==> src/life_pkg.sv <==
`default_nettype none
package life_pkg;

  // grid geometry
  localparam int GRID_ROWS = 16;
  localparam int GRID_COLS = 16;
  localparam int ROW_W     = (GRID_ROWS > 1) ? $clog2(GRID_ROWS) : 1;

  // port widths fixed by the request format
  localparam int IDX_W  = 4;
  localparam int BITS_W = 16;

  // B3/S23 rule
  localparam int NBR_COUNT     = 8;
  localparam int BIRTH_COUNT   = 3;
  localparam int SURVIVE_COUNT = 2;
  localparam int CNT_W         = $clog2(NBR_COUNT + 1);

  // request actions
  localparam logic ACT_LOAD = 1'b0;
  localparam logic ACT_STEP = 1'b1;

  typedef logic [GRID_COLS-1:0] row_t;
  typedef logic [ROW_W-1:0]     row_addr_t;

  // sequencer states
  typedef enum logic [1:0] {
    ST_IDLE = 2'b01,
    ST_RUN  = 2'b10
  } state_t;

endpackage
`default_nettype wire

==> src/life_lane.sv <==
`default_nettype none
module life_lane (
  input  wire logic                                   self_alive,
  input  wire logic [life_pkg::NBR_COUNT-1:0]         nbr,
  output logic                                        next_alive
);
  import life_pkg::*;

  logic [CNT_W-1:0] count;

  // count live neighbors
  always_comb begin
    count = '0;
    for (int i = 0; i < NBR_COUNT; i++) begin
      count = count + CNT_W'(nbr[i]);
    end
  end

  // apply birth and survival rule
  assign next_alive = (count == CNT_W'(BIRTH_COUNT)) ||
                      (self_alive && (count == CNT_W'(SURVIVE_COUNT)));

endmodule
`default_nettype wire

==> src/life_row_unit.sv <==
`default_nettype none
module life_row_unit (
  input  wire life_pkg::row_t above,
  input  wire life_pkg::row_t mid,
  input  wire life_pkg::row_t below,
  output life_pkg::row_t      new_row
);
  import life_pkg::*;

  // pad with dead cells beyond the left and right edges
  logic [GRID_COLS+1:0] above_p;
  logic [GRID_COLS+1:0] mid_p;
  logic [GRID_COLS+1:0] below_p;

  assign above_p = {1'b0, above, 1'b0};
  assign mid_p   = {1'b0, mid,   1'b0};
  assign below_p = {1'b0, below, 1'b0};

  // one lane per column; lane outputs merge into the new row word
  for (genvar c = 0; c < GRID_COLS; c++) begin : g_lane
    logic [NBR_COUNT-1:0] nbr;
    assign nbr = {above_p[c+2], above_p[c+1], above_p[c],
                  mid_p[c+2],                 mid_p[c],
                  below_p[c+2], below_p[c+1], below_p[c]};

    life_lane u_lane (
      .self_alive (mid[c]),
      .nbr        (nbr),
      .next_alive (new_row[c])
    );
  end

endmodule
`default_nettype wire

==> src/life_automaton_step.sv <==
// Load request: busy stays low, and one load is taken per cycle while idle.
// Step request: busy while the sweep runs, one row computed per cycle from a
// three-row window; row r is registered onto the out_ ports for one cycle.
// No new request is taken until busy drops after a step.
// The receiver cannot stall; out_valid pulses once per row with no gaps.
// Synchronous active-low reset clears the grid to all dead and returns to idle.
`default_nettype none
module life_automaton_step (
  input  wire logic                          clk,
  input  wire logic                          rst_n,
  input  wire logic                          start,
  output logic                               busy,
  input  wire logic                          in_action,
  input  wire logic [life_pkg::IDX_W-1:0]    in_row_index,
  input  wire logic [life_pkg::BITS_W-1:0]   in_row_bits,
  output logic                               out_valid,
  output logic [life_pkg::IDX_W-1:0]         out_row_index,
  output logic [life_pkg::BITS_W-1:0]        out_row_bits,
  output logic                               out_last_row
);
  import life_pkg::*;

  state_t    state_r, state_nxt;
  row_addr_t row_r, row_nxt;
  row_t      prev_r, prev_nxt;
  row_t      cur_r, cur_nxt;
  row_t      grid_r [GRID_ROWS];

  logic      accept;
  logic      load_hit;
  logic      at_last;
  row_addr_t ld_addr;
  row_addr_t rd_addr;
  row_t      below;
  row_t      new_row;

  assign busy     = (state_r == ST_RUN);
  assign accept   = start && !busy;
  assign ld_addr  = ROW_W'(in_row_index);
  assign load_hit = accept && (in_action == ACT_LOAD) &&
                    (32'(in_row_index) < GRID_ROWS);
  assign at_last  = (row_r == ROW_W'(GRID_ROWS - 1));
  assign rd_addr  = ROW_W'(row_r + 1'b1);

  // fetch the old row below the current one; dead past the bottom edge
  always_comb begin
    if (at_last) begin
      below = '0;
    end else begin
      below = grid_r[rd_addr];
    end
  end

  life_row_unit u_row (
    .above   (prev_r),
    .mid     (cur_r),
    .below   (below),
    .new_row (new_row)
  );

  // sequence the row sweep
  always_comb begin
    state_nxt = state_r;
    row_nxt   = row_r;
    prev_nxt  = prev_r;
    cur_nxt   = cur_r;
    unique case (state_r)
      ST_IDLE: begin
        if (accept && (in_action == ACT_STEP)) begin
          state_nxt = ST_RUN;
          row_nxt   = '0;
          prev_nxt  = '0;
          cur_nxt   = grid_r[0];
        end
      end
      ST_RUN: begin
        prev_nxt = cur_r;
        cur_nxt  = below;
        row_nxt  = rd_addr;
        if (at_last) begin
          state_nxt = ST_IDLE;
        end
      end
      default: begin
        state_nxt = ST_IDLE;
      end
    endcase
  end

  always_ff @(posedge clk) begin
    if (!rst_n) begin
      state_r <= ST_IDLE;
      row_r   <= '0;
    end else begin
      state_r <= state_nxt;
      row_r   <= row_nxt;
    end
  end

  // hold the window rows
  always_ff @(posedge clk) begin
    prev_r <= prev_nxt;
    cur_r  <= cur_nxt;
  end

  // write loads, and write back each new row once its old value sits in the window
  always_ff @(posedge clk) begin
    if (!rst_n) begin
      for (int i = 0; i < GRID_ROWS; i++) begin
        grid_r[i] <= '0;
      end
    end else if (busy) begin
      grid_r[row_r] <= new_row;
    end else if (load_hit) begin
      grid_r[ld_addr] <= GRID_COLS'(in_row_bits);
    end
  end

  // register results
  always_ff @(posedge clk) begin
    if (!rst_n) begin
      out_valid <= 1'b0;
    end else begin
      out_valid <= busy;
    end
  end

  always_ff @(posedge clk) begin
    out_row_index <= IDX_W'(row_r);
    out_row_bits  <= BITS_W'(new_row);
    out_last_row  <= at_last;
  end

  // checks
  a_valid_from_run: assert property (@(posedge clk) disable iff (!rst_n)
    out_valid |-> $past(state_r == ST_RUN))
    else $error("result strobe without a running sweep");

  a_rows_contiguous: assert property (@(posedge clk) disable iff (!rst_n)
    (out_valid && !out_last_row) |=> out_valid)
    else $error("gap in row results before last row");

  a_last_index: assert property (@(posedge clk) disable iff (!rst_n)
    (out_valid && out_last_row) |-> (out_row_index == IDX_W'(GRID_ROWS - 1)))
    else $error("last row flag on wrong row");

  a_step_busy: assert property (@(posedge clk) disable iff (!rst_n)
    (start && !busy && (in_action == ACT_STEP)) |=> busy)
    else $error("step request did not start a sweep");

endmodule
`default_nettype wire
==> config.mk <==
export PLATFORM = sky130hd
export DESIGN_NAME = life_automaton_step
export DESIGN_NICKNAME = d
export VERILOG_FILES = /design/src/life_pkg.sv /design/src/life_lane.sv /design/src/life_row_unit.sv /design/src/life_automaton_step.sv
export SDC_FILE = /design/constraint.sdc
export NUM_CORES = 1
export LEC_CHECK = 0
export BUFFER_PORTS_ARGS = -buffer_cell sky130_fd_sc_hd__buf_4
export CAP_MARGIN = 25
export CORE_MARGIN = 1
export CORE_UTILIZATION = 25
export DETAILED_ROUTE_END_ITERATION = 7
export PLACE_DENSITY = 0.39
export SYNTH_ARGS = -nofsm -noshare
export SYNTH_HDL_FRONTEND = slang
export SYNTH_SLANG_ARGS = --single-unit
==> constraint.sdc <==
create_clock -name clk -period 4.5 [get_ports clk]
set_input_delay 0 -clock clk [delete_from_list [all_inputs] [get_ports clk]]
set_output_delay 0 -clock clk [all_outputs]
set_load 0.005 [all_outputs]
; Yosys cells after proc, flatten, opt, wreduce, memory -nomap -nowiden
; Memories as Yosys holds them, arrays and structs flattened.
; Cells that the tools add are included.
[word_totals]
out_inout_bits = 23
elab_cells = 218
input_bits = 24
mem_count = 1
mem_bits_rw = 256
regBits = 60
[mem_list]
columns = memory, words, width, rd, rd_ports_with_merged_regs, wr, line_no
row1 = grid_r, 16, 16, 2, 0, 16, life_automaton_step.sv:27  ; row_t grid_r [GRID_ROWS];
[op_classes]
n_eq_ne = 37
addsub = 106
n_mux = 24
n_reduce_logical = 41
n_bitwise = 1
[ops]
columns = cell, count
row1 = adder 4 x 1 -> 4 bit, 60
row2 = equality test 4 x 2 -> 1 bit (second input constant), 32
row3 = two-way mux 16 bit, 5
row4 = one-hot mux 16 bit (2 select lines), 2
row5 = adder 3 x 1 -> 4 bit, 15
row6 = adder 2 x 1 -> 3 bit, 15
row7 = OR reduction 16 bit, 2
row8 = adder 1 x 1 -> 2 bit, 15
row9 = logical AND 1 bit, 19
row10 = logical OR 1 bit, 16
row11 = two-way mux 4 bit, 3
row12 = two-way mux 1 bit, 10
row13 = one-hot mux 4 bit (2 select lines), 1
row14 = adder 4 x 1 -> 4 bit (second input constant), 1
row15 = equality test 4 bit (second input constant), 1
row16 = two-way mux 2 bit, 2
row17 = one-hot mux 2 bit (2 select lines), 1
row18 = AND reduction 2 bit, 2
row19 = equality test 2 x 1 -> 1 bit (second input constant), 1
row20 = equality test 2 bit (second input constant), 1
row21 = inequality test 2 x 1 -> 1 bit (second input constant), 1
row22 = inequality test 2 bit (second input constant), 1
row23 = nonzero test 2 bit, 1
row24 = logical NOT 1 bit, 1
row25 = NOT 1 bit, 1

; Logic depth before layout (Yosys ltp)
; Gate-level depths: netlist of run 1.
; An unclocked memory read counts as a cell.
[depth]
depth_word = 15
depth_mapped = 22
depth_no_buf = 20

; Hierarchy
; A second synthesis of run 1 with hierarchy kept.
[unflattened]
cells_unflattened = 1314
area_unflattened_um2 = 17879.6
[by_module_without_submodules]
columns = mod, area_per_inst_um2, instances, cells_per_inst, seq_area_each_um2
row1 = life_automaton_step, 14672.8, 1, 945, 9208.8
row2 = life_lane, 200.2, 16, 23, 0.0
row3 = life_row_unit, 3.8, 1, 1, 0.0

; Worst setup path after synthesis of run 1
; OpenSTA, ideal clock, no wires.
[synth_path]
path_kind = reg-to-reg
startpoint = reg row_r[0]
endpoint = mem grid_r[12][1] (netlist name) (data pin)
stages_incl_launch_ff = 22
n_path_buf = 3
setup_slack_ps = -475
required_ps = 4234
setup_ps = 266
period_less_slack_ps = 4975
arrival_ps = 4709
cell_sequence = dfxtp_1 ha_1 buf_2 buf_2 mux4_2 nor2b_1 nor4_2 nor2_1 ha_1 inv_1 fa_1 fa_1 inv_1 fa_1 inv_1 fa_1 nor2b_1 a31oi_1 nor3_1 mux2i_1 buf_2 nor2_1
[synth_lines]
columns = element, line_no
row1 = from (decl), life_automaton_step.sv:24  ; row_addr_t row_r, row_nxt;
row2 = from (signal assigned), life_automaton_step.sv:96  ; row_r <= row_nxt;
row3 = to (decl), life_automaton_step.sv:27

==> results of run 1 <==
registers in the layout, indices dropped and copies added, names as in the netlist:
name / count
state_r: 2
cur_r: 16
out_row_bits: 16
out_row_index: 4
prev_r: 16
grid_r: 256
out_valid: 1
row_r: 4
out_last_row: 1
report_power, final:
group / internal, mW / switching, mW / total, mW
Clock: 1.70 / 1.27 / 2.97
Sequential: 3.35 / 0.0579 / 3.41
Combinational: 0.672 / 0.809 / 1.48
Total: 5.72 / 2.14 / 7.86
cell type report:
| type | count | area [sq um] | area share, % |
|---|---|---|---|
| timing repair buffer | 222 | 2221 | 10.74 |
| clock buffer | 47 | 1006 | 4.864 |
| inverter | 94 | 352.8 | 1.706 |
| sequential | 316 | 9216 | 44.56 |
| tap | 855 | 1070 | 5.172 |
| clock inverter | 20 | 155.1 | 0.7501 |
| multi-input combinational | 788 | 6663 | 32.21 |
worst paths after layout:
kind	cells after the start	endpoint	startpoint	slack (ns)
max	20	grid_r[15][13]$_SDFFCE_PN0P_	row_r[0]$_SDFFE_PN0P_	-0.32
min	4	grid_r[13][15]$_SDFFCE_PN0P_	in_row_index[2]	0.06
max reg2reg	20	grid_r[15][13]$_SDFFCE_PN0P_	row_r[0]$_SDFFE_PN0P_	-0.32
min reg2reg	0	out_row_index[3]$_DFF_P_	row_r[3]$_SDFFE_PN0P_	0.40
repair_timing:
| action | CTS | global route |
|---|---|---|
| pin swaps | 4 | 18 |
| gates resized for setup | 27 | 48 |
| endpoints found under the setup margin | 246 | 252 |
| cloned | 0 | 6 |
| hold buffers | 20 | 0 |
| buffers inserted | 3 | 17 |
| hold endpoints to repair | 271 | 0 |
routing by layer:
metal	GRT usage, %	part of all wire [%]
met1	19.38	45
met2	24.34	49
met3	1.806	3.6
met4	3.961	1.9
met5	0	0
worst register-to-register path, cell delays in order, from the launching register on:
cell       delay, ns
dfxtp_4         0.36
ha_4            0.29
buf_12          0.16
buf_12          0.15
buf_6           0.10
buf_6           0.08
mux4_2          0.31
nor2b_4         0.15
nor4_4          0.34
or2_4           0.23
fa_1            0.45
fa_1            0.55
inv_1           0.05
ha_2            0.18
fa_2            0.36
nand3_2         0.08
o21ai_2         0.05
o211a_1         0.15
mux2i_4         0.26
clkbuf_16       0.23
nor2_1          0.05
cell usage in the layout (no fill, tap or decap), types with 10 or more instances in the layout:
cell / netlist / layout
a21oi_1: 16 / 16
dlygate4sd3_1: 0 / 20
nor3_1: 27 / 26
nor2_1: 286 / 281
o21ai_0: 20 / 18
dfxtp_1: 28 / 26
nor2b_1: 69 / 58
buf_12: 0 / 26
nand3_1: 16 / 13
fa_1: 60 / 51
o21ai_1: 32 / 32
nand2_1: 43 / 43
edfxtp_1: 288 / 288
nor4_2: 15 / 12
inv_1: 93 / 90
mux2i_2: 0 / 11
clkinv_1: 0 / 10
o211a_1: 13 / 13
nor4_1: 12 / 12
buf_4: 7 / 159
mux4_2: 64 / 64
ha_1: 45 / 40
clkbuf_16: 0 / 45
or2_4: 0 / 12
through the flow:
stage | cells | util (%) | worst slack, ns | power [mW]
after floorplan | 1271 | - | -0.1024 | 4.169
after global placement | 2229 | 29.03 | -0.5067 | 4.832
after detailed placement | 2229 | 29.03 | -0.5090 | 4.853
after CTS | 2319 | 31.35 | -0.3155 | 7.870
after global routing | 2342 | 32.09 | -0.4677 | 8.226
final | 2342 | 32.09 | -0.3226 | 7.858
kinds of logic after synthesis:
group	share of synthesized area, %
AND/OR/NAND/NOR	14.47
flip-flops	56.38
buffers and inverters	4.688
adder cells (fa/ha/maj)	10.80
AO/OA/AOI/OAI	3.976
multiplexers	9.683
==> summary.txt, run 1 <==
Flow run
  – Max Cap Viol: 0

Synth
  – EDFF count, synth: 288
  – Sequential area share after synthesis: 56.38%
  – Most common cell in the netlist: edfxtp_1
  – Leading cell types by total area after synthesis: edfxtp_1 53%, mux4_2 8.8%, fa_1 7.4%
  – Synth Flop Type: edfxtp_1
  – Synthesized cell area: 16,330 sq um
  – Yosys reg bits: 316
  – Yosys warns: 0
  – Syn avg cell area: 12.85 sq um
  – Syn nets: 1,400
  – Area leader, netlist: edfxtp_1
  – Commonest cells post-synth: 288 x edfxtp_1, 286 x nor2_1, 93 x inv_1
  – Mapped Cells: 1,271
  – Synth cell types: 41
  – Share of flip-flops with an asynchronous set or reset: 0%
  – Post-synth top area share: 52.95%

Timing
  – Worst-Margin Slew: 0.9979 ns
  – RSZ-0062 raised after global routing: true
  – Post-layout min period: 4.823 ns
  – Final worst setup slack: -0.3226 ns
  – Max-slew violation count: 0
  – Final Hold Viols: 0
  – Tcrit/Tclk final: 107.2%
  – Skew final: 0.01214 ns
  – Relative max-transition margin: 33.03%
  – Fmax: 0.2074 GHz
  – Final hold slack: 0.06081 ns
  – Setup Viol. Count Final: 226
  – Total negative slack: -38.94 ns

Pwr
  – Cell Pwr Density: 379.9 nW/um^2
  – P_leak: 7.714 nW
  – Worst IR Drop VDD: 0.0001994 V

GRT
  – Largest net degree at the start of global routing: 40
  – Total track usage: 14.40%
  – Initial antenna violation count: 0
  – First-pass GRT wire length: 70,980 microns
  – Congestion Overflow GR: 0
  – Vias in the first global route: 10.94k

Route
  – Vias: 10.50k
  – Routed wire length: 47,980 microns
  – DRC viols: 0
  – DRT Pass-1 Iters: 6
  – DR vias/cell: 4.485
  – Final ANT Viol Nets: 0
  – Avg WL per Cell: 20.49 microns
  – Iter 0 DRT Violations: 840

Floorplan
  – IO Pins: 47
  – Die Y: 257.6 microns
  – Core Rows: 93
  – Die area: 66,360 sq um
  – Die extent in x: 257.6 microns
  – Initial Util: 25.34%
  – Area of the core: 64,460 sq um

Run status
  – Status: finished with violations
  – Failing checks: negative setup slack

Clocking
  – Longest Clk Path Bufs: 3
  – Worst-path clk slew: 0.06 ns
  – Root buf cell: clkbuf_16
  – H-tree depth: 2
  – CTS tree: built
  – Clock Latency Late Sink: 0.55 ns
  – CTS Buf Count: 37
  – Num Clock Sinks: 316

Critical path
  – Worst setup path class: reg2reg
  – CP peak stage delay: 0.55 ns
  – CP Capture Type: flop
  – CP Data Arrival Time: 5.12 ns
  – Critical path buffers and inverters: 6
  – Crit path cell chain: ha_4 > buf_12 > buf_12 > buf_6 > buf_6 > mux4_2 > nor2b_4 > nor4_4 > or2_4 > fa_1 > fa_1 > inv_1 > ha_2 > fa_2 > nand3_2 > o21ai_2 > o211a_1 > mux2i_4 > clkbuf_16 > nor2_1
  – CP delay by family, top: adder cells
  – Maximum fanout along the worst path: 8
  – Startpoint Class: flop
  – Critical Path Slowest Stage Cell: fa_1
  – CP required: 4.79 ns

Finish
  – Ant diodes: 0
  – Nets: 1,588
  – Area Overhead vs Synth: 26.64%
  – Share of cells above drive strength 1: 27.37%
  – Fillers: 6,486
  – Finished layout cell area: 20,680 sq um

Placement
  – Final RePlAce weighted congestion: 0.7882
  – HPWL after DPL: 32,590 microns
  – Area after DPL: 18,720 sq um
  – Port Buf Inserts: 46

Min path
  – Worst min-delay path category: in2reg
(Power assumes the default switching activity.)
==> inputs of run 2 (changes only) <==
CELL_PAD_IN_SITES_DETAIL_PLACEMENT = 0   (was default)
CELL_PAD_IN_SITES_GLOBAL_PLACEMENT = 2   (was default)
CORE_UTILIZATION = 30   (was 25)
PLACE_DENSITY = 0.59   (was 0.39)
==> run 2 against run 1 <==
Compared with the run above: the flow still finishes with violations (negative setup slack); critical path depth is 2 higher; global-route usage increased by 2.2 points; register-to-register slack worse by 0.06 ns; largest power group unchanged.
==> summary.txt, run 2 (synthesis gave the netlist of run 1 again) <==
Route
  – Final ANT Viol Nets: 0 (unchanged)
  – DRC viols: 0 (unchanged)
  – Routed wire length: 45,930 microns (-4.3%)
  – Iter 0 DRT Violations: 576 (-31%)
  – DR vias/cell: 4.797 (+7.0%)
  – Vias: 10.51k (+0.067%)
  – Avg WL per Cell: 20.96 microns (+2.3%)
  – DRT Pass-1 Iters: 5 (-1)

Pwr
  – Worst IR Drop VDD: 0.0002014 V (+0.99%)
  – Cell Pwr Density: 381.5 nW/um^2 (+0.40%)
  – P_leak: 7.849 nW (+1.8%)
  – Pwr Total: 7.938 mW (+1.0%)

Min path
  – Worst min-delay path category: in2reg

Critical path
  – Startpoint Class: flop
  – Crit path cell chain: ha_4 > buf_8 > buf_12 > mux4_2 > nor2b_4 > nor4_2 > buf_4 > nor2_4 > ha_4 > inv_2 > fa_1 > fa_1 > inv_1 > fa_2 > inv_2 > fa_2 > nor2b_4 > a31oi_4 > nor3_4 > mux2i_4 > clkbuf_16 > nor2_1
  – Critical path buffers and inverters: 7 (+1)
  – CP delay by family, top: adder cells
  – CP Capture Type: flop
  – CP Data Arrival Time: 5.18 ns (+0.06 ns)
  – CP required: 4.80 ns (about the same)
  – Maximum fanout along the worst path: 8 (unchanged)
  – Worst setup path class: reg2reg
  – Critical Path Slowest Stage Cell: fa_1
  – CP peak stage delay: 0.49 ns (-0.06 ns)

GRT
  – Vias in the first global route: 10.93k (-0.082%)
  – First-pass GRT wire length: 68,900 microns (-2.9%)
  – Total track usage: 16.61% (+2.2 points)
  – Initial antenna violation count: 0 (unchanged)
  – Largest net degree at the start of global routing: 38 (-5.0%)
  – Congestion Overflow GR: 0 (unchanged)

Finish
  – Max FFs per register: 256 (unchanged)
  – Area Overhead vs Synth: 27.42%
  – Ant diodes: 0 (unchanged)
  – Finished Layout Cells: 2,191 (-6.4%)
  – Most flops, register: grid_r
  – Most frequent cells in the layout: 288 x edfxtp_1, 278 x nor2_1, 159 x buf_4
  – Commonest non-fill, non-tap cell in the layout: edfxtp_1
  – Share of cells above drive strength 1: 28.76% (+1.4 points)
  – Nets: 1,598 (+0.63%)

Placement
  – Inst Count DP: 2,062 (-7.5%)
  – HPWL after DPL: 30,770 microns (-5.6%)
  – Pre-CTS worst setup slack: -0.4927 ns (+0.01628 ns)
  – Port Buf Inserts: 46 (unchanged)
  – Final RePlAce weighted congestion: 0.7532 (-4.4%)

Clocking
  – Root buf cell: clkbuf_16
  – CTS tree: built
  – Clock Latency Late Sink: 0.56 ns (about the same)
  – Worst-path clk slew: 0.06 ns (about the same)
  – CTS Buf Count: 38 (+2.7%)
  – Longest Clk Path Bufs: 3 (unchanged)
  – Num Clock Sinks: 316 (unchanged)
  – H-tree depth: 2 (unchanged)

Timing
  – Final Hold Viols: 0 (unchanged)
  – Worst-Margin Slew: 0.9951 ns (-0.002825 ns)
  – Setup Viol. Count Final: 224 (-0.88%)
  – Fmax: 0.2050 GHz (-1.1%)
  – Final worst setup slack: -0.3781 ns (-0.05558 ns)
  – Relative max-transition margin: 33.22% (+0.19 points)
  – Max-slew violation count: 0 (unchanged)
  – Skew final: 0.01617 ns (+0.004029 ns)
  – RSZ-0062 raised after global routing: true
  – Total negative slack: -57.11 ns (-18.16 ns)
  – Final hold slack: 0.05384 ns (-0.006969 ns)
  – Tcrit/Tclk final: 108.4% (+1.2 points)
  – Post-layout min period: 4.878 ns (+0.05558 ns)

Floorplan
  – Die area: 55,380 sq um (-17%)
  – Die extent in x: 235.3 microns (-8.6%)
  – Initial Util: 30.35% (+5.0 points)
  – Die Y: 235.3 microns (-8.6%)
  – Core Rows: 85 (-8.6%)
  – Area of the core: 53,810 sq um (-17%)
  – IO Pins: 47 (unchanged)

Flow run
  – Max Cap Viol: 0 (unchanged)

Run status
  – Failing checks: negative setup slack
  – Status: finished with violations
[run 2: area by class of cell]
class                      instances  area [sq um]
clock buffer                      47         984.7
clock inverter                    19         161.4
fill                            5124         33000
inverter                          94         352.8
multi-input combinational        788          6807
sequential                       316          9216
tap                              696         870.8
timing repair buffer             231          2419
[run 2: metrics by stage]
| stage | cell area (sq um) | utilization (%) |
|---|---|---|
| after floorplan | 16460 | - |
| after detailed placement | 18460 | 34.31 |
| after global routing | 20810 | 38.67 |
| final | 20810 | 38.67 |
| after global placement | 18450 | 34.28 |
| after CTS | 20220 | 37.57 |
[run 2: worst register-to-register path, cell delays in order (launching register included)]
cell	delay [ns]
dfxtp_4	0.37
ha_4	0.30
buf_8	0.13
buf_12	0.13
mux4_2	0.32
nor2b_4	0.15
nor4_2	0.21
buf_4	0.18
nor2_4	0.04
ha_4	0.25
inv_2	0.04
fa_1	0.49
fa_1	0.41
inv_1	0.09
fa_2	0.21
inv_2	0.04
fa_2	0.35
nor2b_4	0.15
a31oi_4	0.17
nor3_4	0.07
mux2i_4	0.26
clkbuf_16	0.22
nor2_1	0.05
[run 2: final timing paths]
kind	start	to	slack (ns)	cells past startpoint
max	row_r[0]$_SDFFE_PN0P_	grid_r[10][1]$_SDFFCE_PN0P_	-0.38	22
min reg2reg	row_r[3]$_SDFFE_PN0P_	out_row_index[3]$_DFF_P_	0.53	1
min	in_row_bits[12]	grid_r[0][12]$_SDFFCE_PN0P_	0.05	5
max reg2reg	row_r[0]$_SDFFE_PN0P_	grid_r[10][1]$_SDFFCE_PN0P_	-0.38	22
[run 2: power by group]
| part | total [mW] | switching [mW] | leakage, nW | internal (mW) |
|---|---|---|---|---|
| clock | 2.92 | 1.25 | 0.558 | 1.67 |
| sequential | 3.41 | 0.0555 | 3.19 | 3.35 |
| combinational | 1.61 | 0.852 | 4.10 | 0.757 |
[run 2: metal layers]
layer / GRT usage [%] / part of all wire (%)
met1: 22.75 / 47
met3: 1.958 / 3.5
met2: 27.67 / 48
met5: 0 / 0
met4: 4.872 / 2.0
[run 2: repair_timing]
| action | 4_1_cts | 5_1_grt |
|---|---|---|
| gates resized for setup | 35 | 78 |
| gates cloned | 4 | 3 |
| pin swaps | 9 | 18 |
| setup endpoints to repair | 258 | 260 |
| setup buffers | 19 | 21 |
| endpoints found under the hold margin | 210 | 8 |
| hold buffers | 17 | 1 |
==> inputs of run 3 (changes only) <==
PLACE_DENSITY = 0.58   (was 0.59)
SYNTH_HIERARCHICAL = 1   (was default)
==> run 3 against run 2 <==
Compared with the run above: the flow still finishes with violations (negative setup slack); first-iteration DRC count is 1.0% higher; die area up 9.4%; fmax down 5.2%; final cell count is 5.6% higher; final area up 13%; combinational power rose by 49%; via count rose by 5.1%; clock-buffer cell count decreased by 3; synthesized cell count is 3.4% higher; synthesized area grew 9.5%.
==> summary.txt, run 3 <==
Run status
  – Status: finished with violations
  – Failing checks: negative setup slack

Floorplan
  – Die area: 60,580 sq um (+9.4%)
  – Die Y: 246.1 microns (+4.6%)
  – Die extent in x: 246.1 microns (+4.6%)
  – Core Rows: 89 (+4.7%)
  – Area of the core: 58,910 sq um (+9.5%)
  – IO Pins: 47 (unchanged)
  – Initial Util: 30.35% (about the same)

Route
  – Avg WL per Cell: 20.60 microns (-1.7%)
  – Routed wire length: 47,650 microns (+3.7%)
  – DRT Pass-1 Iters: 4 (-1)
  – Final ANT Viol Nets: 0 (unchanged)
  – DR vias/cell: 4.776 (-0.43%)
  – Iter 0 DRT Violations: 582 (+1.0%)
  – Vias: 11.05k (+5.1%)
  – DRC viols: 0 (unchanged)

Timing
  – Max-slew violation count: 0 (unchanged)
  – Setup Viol. Count Final: 265 (+18%)
  – Skew final: 0.009559 ns (-0.006610 ns)
  – Final Hold Viols: 0 (unchanged)
  – Worst-Margin Slew: 0.9955 ns (+0.0004480 ns)
  – RSZ-0062 raised after global routing: true
  – Post-layout min period: 5.148 ns (+0.2703 ns)
  – Tcrit/Tclk final: 114.4% (+6.0 points)
  – Total negative slack: -129.97 ns (-72.86 ns)
  – Relative max-transition margin: 33.38% (+0.16 points)
  – Final worst setup slack: -0.6484 ns (-0.2703 ns)
  – Fmax: 0.1942 GHz (-5.2%)

Finish
  – Max FFs per register: 256 (unchanged)
  – Nets: 1,649 (+3.2%)
  – Ant diodes: 0 (unchanged)
  – Share of cells above drive strength 1: 48.57% (+20 points)
  – Most flops, register: grid_r
  – Area Overhead vs Synth: 31.57%
  – Most frequent cells in the layout: 288 x edfxtp_1, 187 x buf_4, 180 x nor3_2
  – Commonest non-fill, non-tap cell in the layout: edfxtp_1

Synth
  – Syn avg cell area: 13.61 sq um (+5.9%)
  – Yosys reg bits: 316 (unchanged)
  – Adder-cell share of the synthesized area: 10.59% (-0.21 points)
  – Sequential area share after synthesis: 51.50% (-4.9 points)
  – Most common cell in the netlist: edfxtp_1
  – Commonest cells post-synth: 288 x edfxtp_1, 179 x inv_1, 157 x nor3_1
  – Compound-Gate Fraction of Synth Area: 4.304% (+0.33 points)
  – Synth Flop Type: edfxtp_1
  – Leading cell types by total area after synthesis: edfxtp_1 48%, mux4_2 8.1%, fa_1 7.2%
  – Largest family of logic cells by synthesized area: simple AND/OR/NAND/NOR gates
  – Mapped Cells: 1,314 (+3.4%)
  – Mux share of post-synthesis cell area: 12.46% (+2.8 points)
  – Yosys warns: 6 (+6)
  – Post-synth top area share: 48.37% (-4.6 points)
  – Simple-Gate Fraction of Synth Area: 13.56% (-0.91 points)
  – Share of flip-flops with an asynchronous set or reset: 0% (unchanged)
  – Post-synthesis xor/xnor area fraction: 0.1819% (+0.18 points)
  – Area leader, netlist: edfxtp_1
  – Synth cell types: 47 (+15%)
  – Synthesized cell area: 17,880 sq um (+9.5%)
  – EDFF count, synth: 288 (unchanged)

Clocking
  – H-tree depth: 2 (unchanged)
  – Root buf cell: clkbuf_16
  – Worst-path clk slew: 0.06 ns (about the same)
  – CTS tree: built
  – Longest Clk Path Bufs: 3 (unchanged)
  – Clock Latency Late Sink: 0.55 ns (about the same)
  – Num Clock Sinks: 316 (unchanged)
  – CTS Buf Count: 37 (-2.6%)

Placement
  – Pre-CTS worst setup slack: -0.8907 ns (-0.3980 ns)
  – Port Buf Inserts: 46 (unchanged)
  – Final RePlAce weighted congestion: 0.7403 (-1.7%)
  – HPWL after DPL: 31,650 microns (+2.9%)

GRT
  – Vias in the first global route: 11.73k (+7.3%)
  – First-pass GRT wire length: 72,010 microns (+4.5%)
  – Initial antenna violation count: 1 (+1)
  – Total track usage: 15.75% (-0.86 points)
  – Congestion Overflow GR: 0 (unchanged)
  – Largest net degree at the start of global routing: 48 (+26%)

Pwr
  – Worst IR Drop VDD: 0.0002499 V (+24%)
  – Sw Pwr: 2.596 mW (+20%)
  – Combinational Power Share: 27.9% (+7.6 points)
  – Sw Share: 30.13% (+3.0 points)
  – Power Internal: 6.022 mW (+4.2%)
  – Cell Pwr Density: 366.4 nW/um^2 (-4.0%)
  – Clk network pwr share: 32.5% (-4.3 points)
  – P_leak: 8.655 nW (+10%)
  – Reg power frac: 39.7% (-3.2 points)

Critical path
  – Maximum fanout along the worst path: 8 (unchanged)
  – Worst setup path class: reg2reg
  – Startpoint Class: flop
  – Critical Path Slowest Stage Cell: fa_1
  – CP required: 4.77 ns (-0.03 ns)
  – Crit path cell chain: ha_4 > xor2_4 > buf_12 > buf_12 > buf_6 > mux2i_4 > mux2_4 > nor2_4 > inv_2 > fa_1 > fa_1 > fa_1 > inv_1 > ha_2 > fa_2 > o21ai_2 > a211oi_2 > buf_4 > mux2i_4 > clkbuf_16 > nor3_2
  – CP Data Arrival Time: 5.42 ns (+0.24 ns)
  – CP delay by family, top: adder cells
  – CP Capture Type: flop
  – Most frequent CP cell: fa_1
  – CP peak stage delay: 0.53 ns (+0.04 ns)
  – Critical path buffers and inverters: 7 (unchanged)

Min path
  – Worst min-delay path category: in2reg

Flow run
  – Max Cap Viol: 0 (unchanged)
run 3: cell count changes in the layout (fill, tap and decap cells not counted), moves of 17 or more:
| cell | previous run | this run |
|---|---|---|
| nor2_1 | 278 | 4 |
| nor3_2 | 0 | 180 |
| inv_1 | 89 | 152 |
| nor2b_1 | 53 | 3 |
| nor3_4 | 1 | 35 |
| buf_4 | 159 | 187 |
| inv_2 | 5 | 27 |
| mux2i_1 | 0 | 22 |
| nand2_1 | 42 | 20 |
| mux2i_4 | 5 | 22 |
| nand3b_1 | 0 | 17 |
run 3: repair_timing:
item	in CTS	in global routing
endpoints found under the hold margin	156	0
setup endpoints to repair	270	271
hold buffers	16	0
pin swaps	24	33
cloned	3	7
setup buffers	19	19
gates resized for setup	68	151
run 3: per-stage QoR:
stage	cell area, sq um	utilization (%)	total power [mW]	hold WS [ns]	instances
after floorplan	18420	-	4.642	0.1268	1319
after global placement	20590	34.95	5.386	0.3511	2187
after detailed placement	20620	35.00	5.422	0.3605	2188
after CTS	22490	38.17	8.422	0.004740	2293
after global routing	23520	39.93	9.048	0.03540	2313
final	23520	39.93	8.619	0.02861	2313
run 3: power groups by stage:
stage | sequential [mW] | clock (mW) | combinational, mW
2_1_floorplan | 3.47 | 0 | 1.17
3_3_place_gp | 3.48 | 0 | 1.91
3_5_place_dp | 3.48 | 0 | 1.94
4_1_cts | 3.42 | 2.89 | 2.11
5_1_grt | 3.43 | 3.00 | 2.61
6_report | 3.42 | 2.80 | 2.40
run 3: routing by layer:
metal	track usage, %	vias to the layer above	routed length, microns
li1	-	5148	-
met1	21.46	5706	22070
met2	26.38	148	23360
met3	2.571	46	1620
met4	2.959	0	594
met5	0	-	0
run 3: worst paths after layout:
check / end / from / slack (ns) / cells past startpoint
max: grid_r[1][13]$_SDFFCE_PN0P_ / row_r[0]$_SDFFE_PN0P_ / -0.65 / 21
min: state_r[1]$_SDFFE_PN0P_ / in_action / 0.03 / 4
max reg2reg: grid_r[1][13]$_SDFFCE_PN0P_ / row_r[0]$_SDFFE_PN0P_ / -0.65 / 21
min reg2reg: out_row_index[1]$_DFF_P_ / row_r[1]$_SDFFE_PN0P_ / 0.57 / 1
run 3: cell families after synthesis:
group / Yosys count
simple gates: 367
flops: 316
mux: 128
other cells: 1
buf+inv: 285
fa+ha+maj: 113
xor+xnor: 2
compound gates: 102
run 3: layout make-up:
type	instances	area, sq um
Clock inverter	23	105.1
Inverter	180	678.2
Tap cell	773	967.2
Fill cell	5483	35380
Timing Repair Buffer	259	2675
Clock buffer	44	994.7
Sequential cell	316	9216
Multi-Input combinational cell	718	8887
run 3: tightest hold or removal path, delay by kind of cell:
kind	cells	cell delay [ns]
simple gates	3	0.44
buf+inv	1	0.10
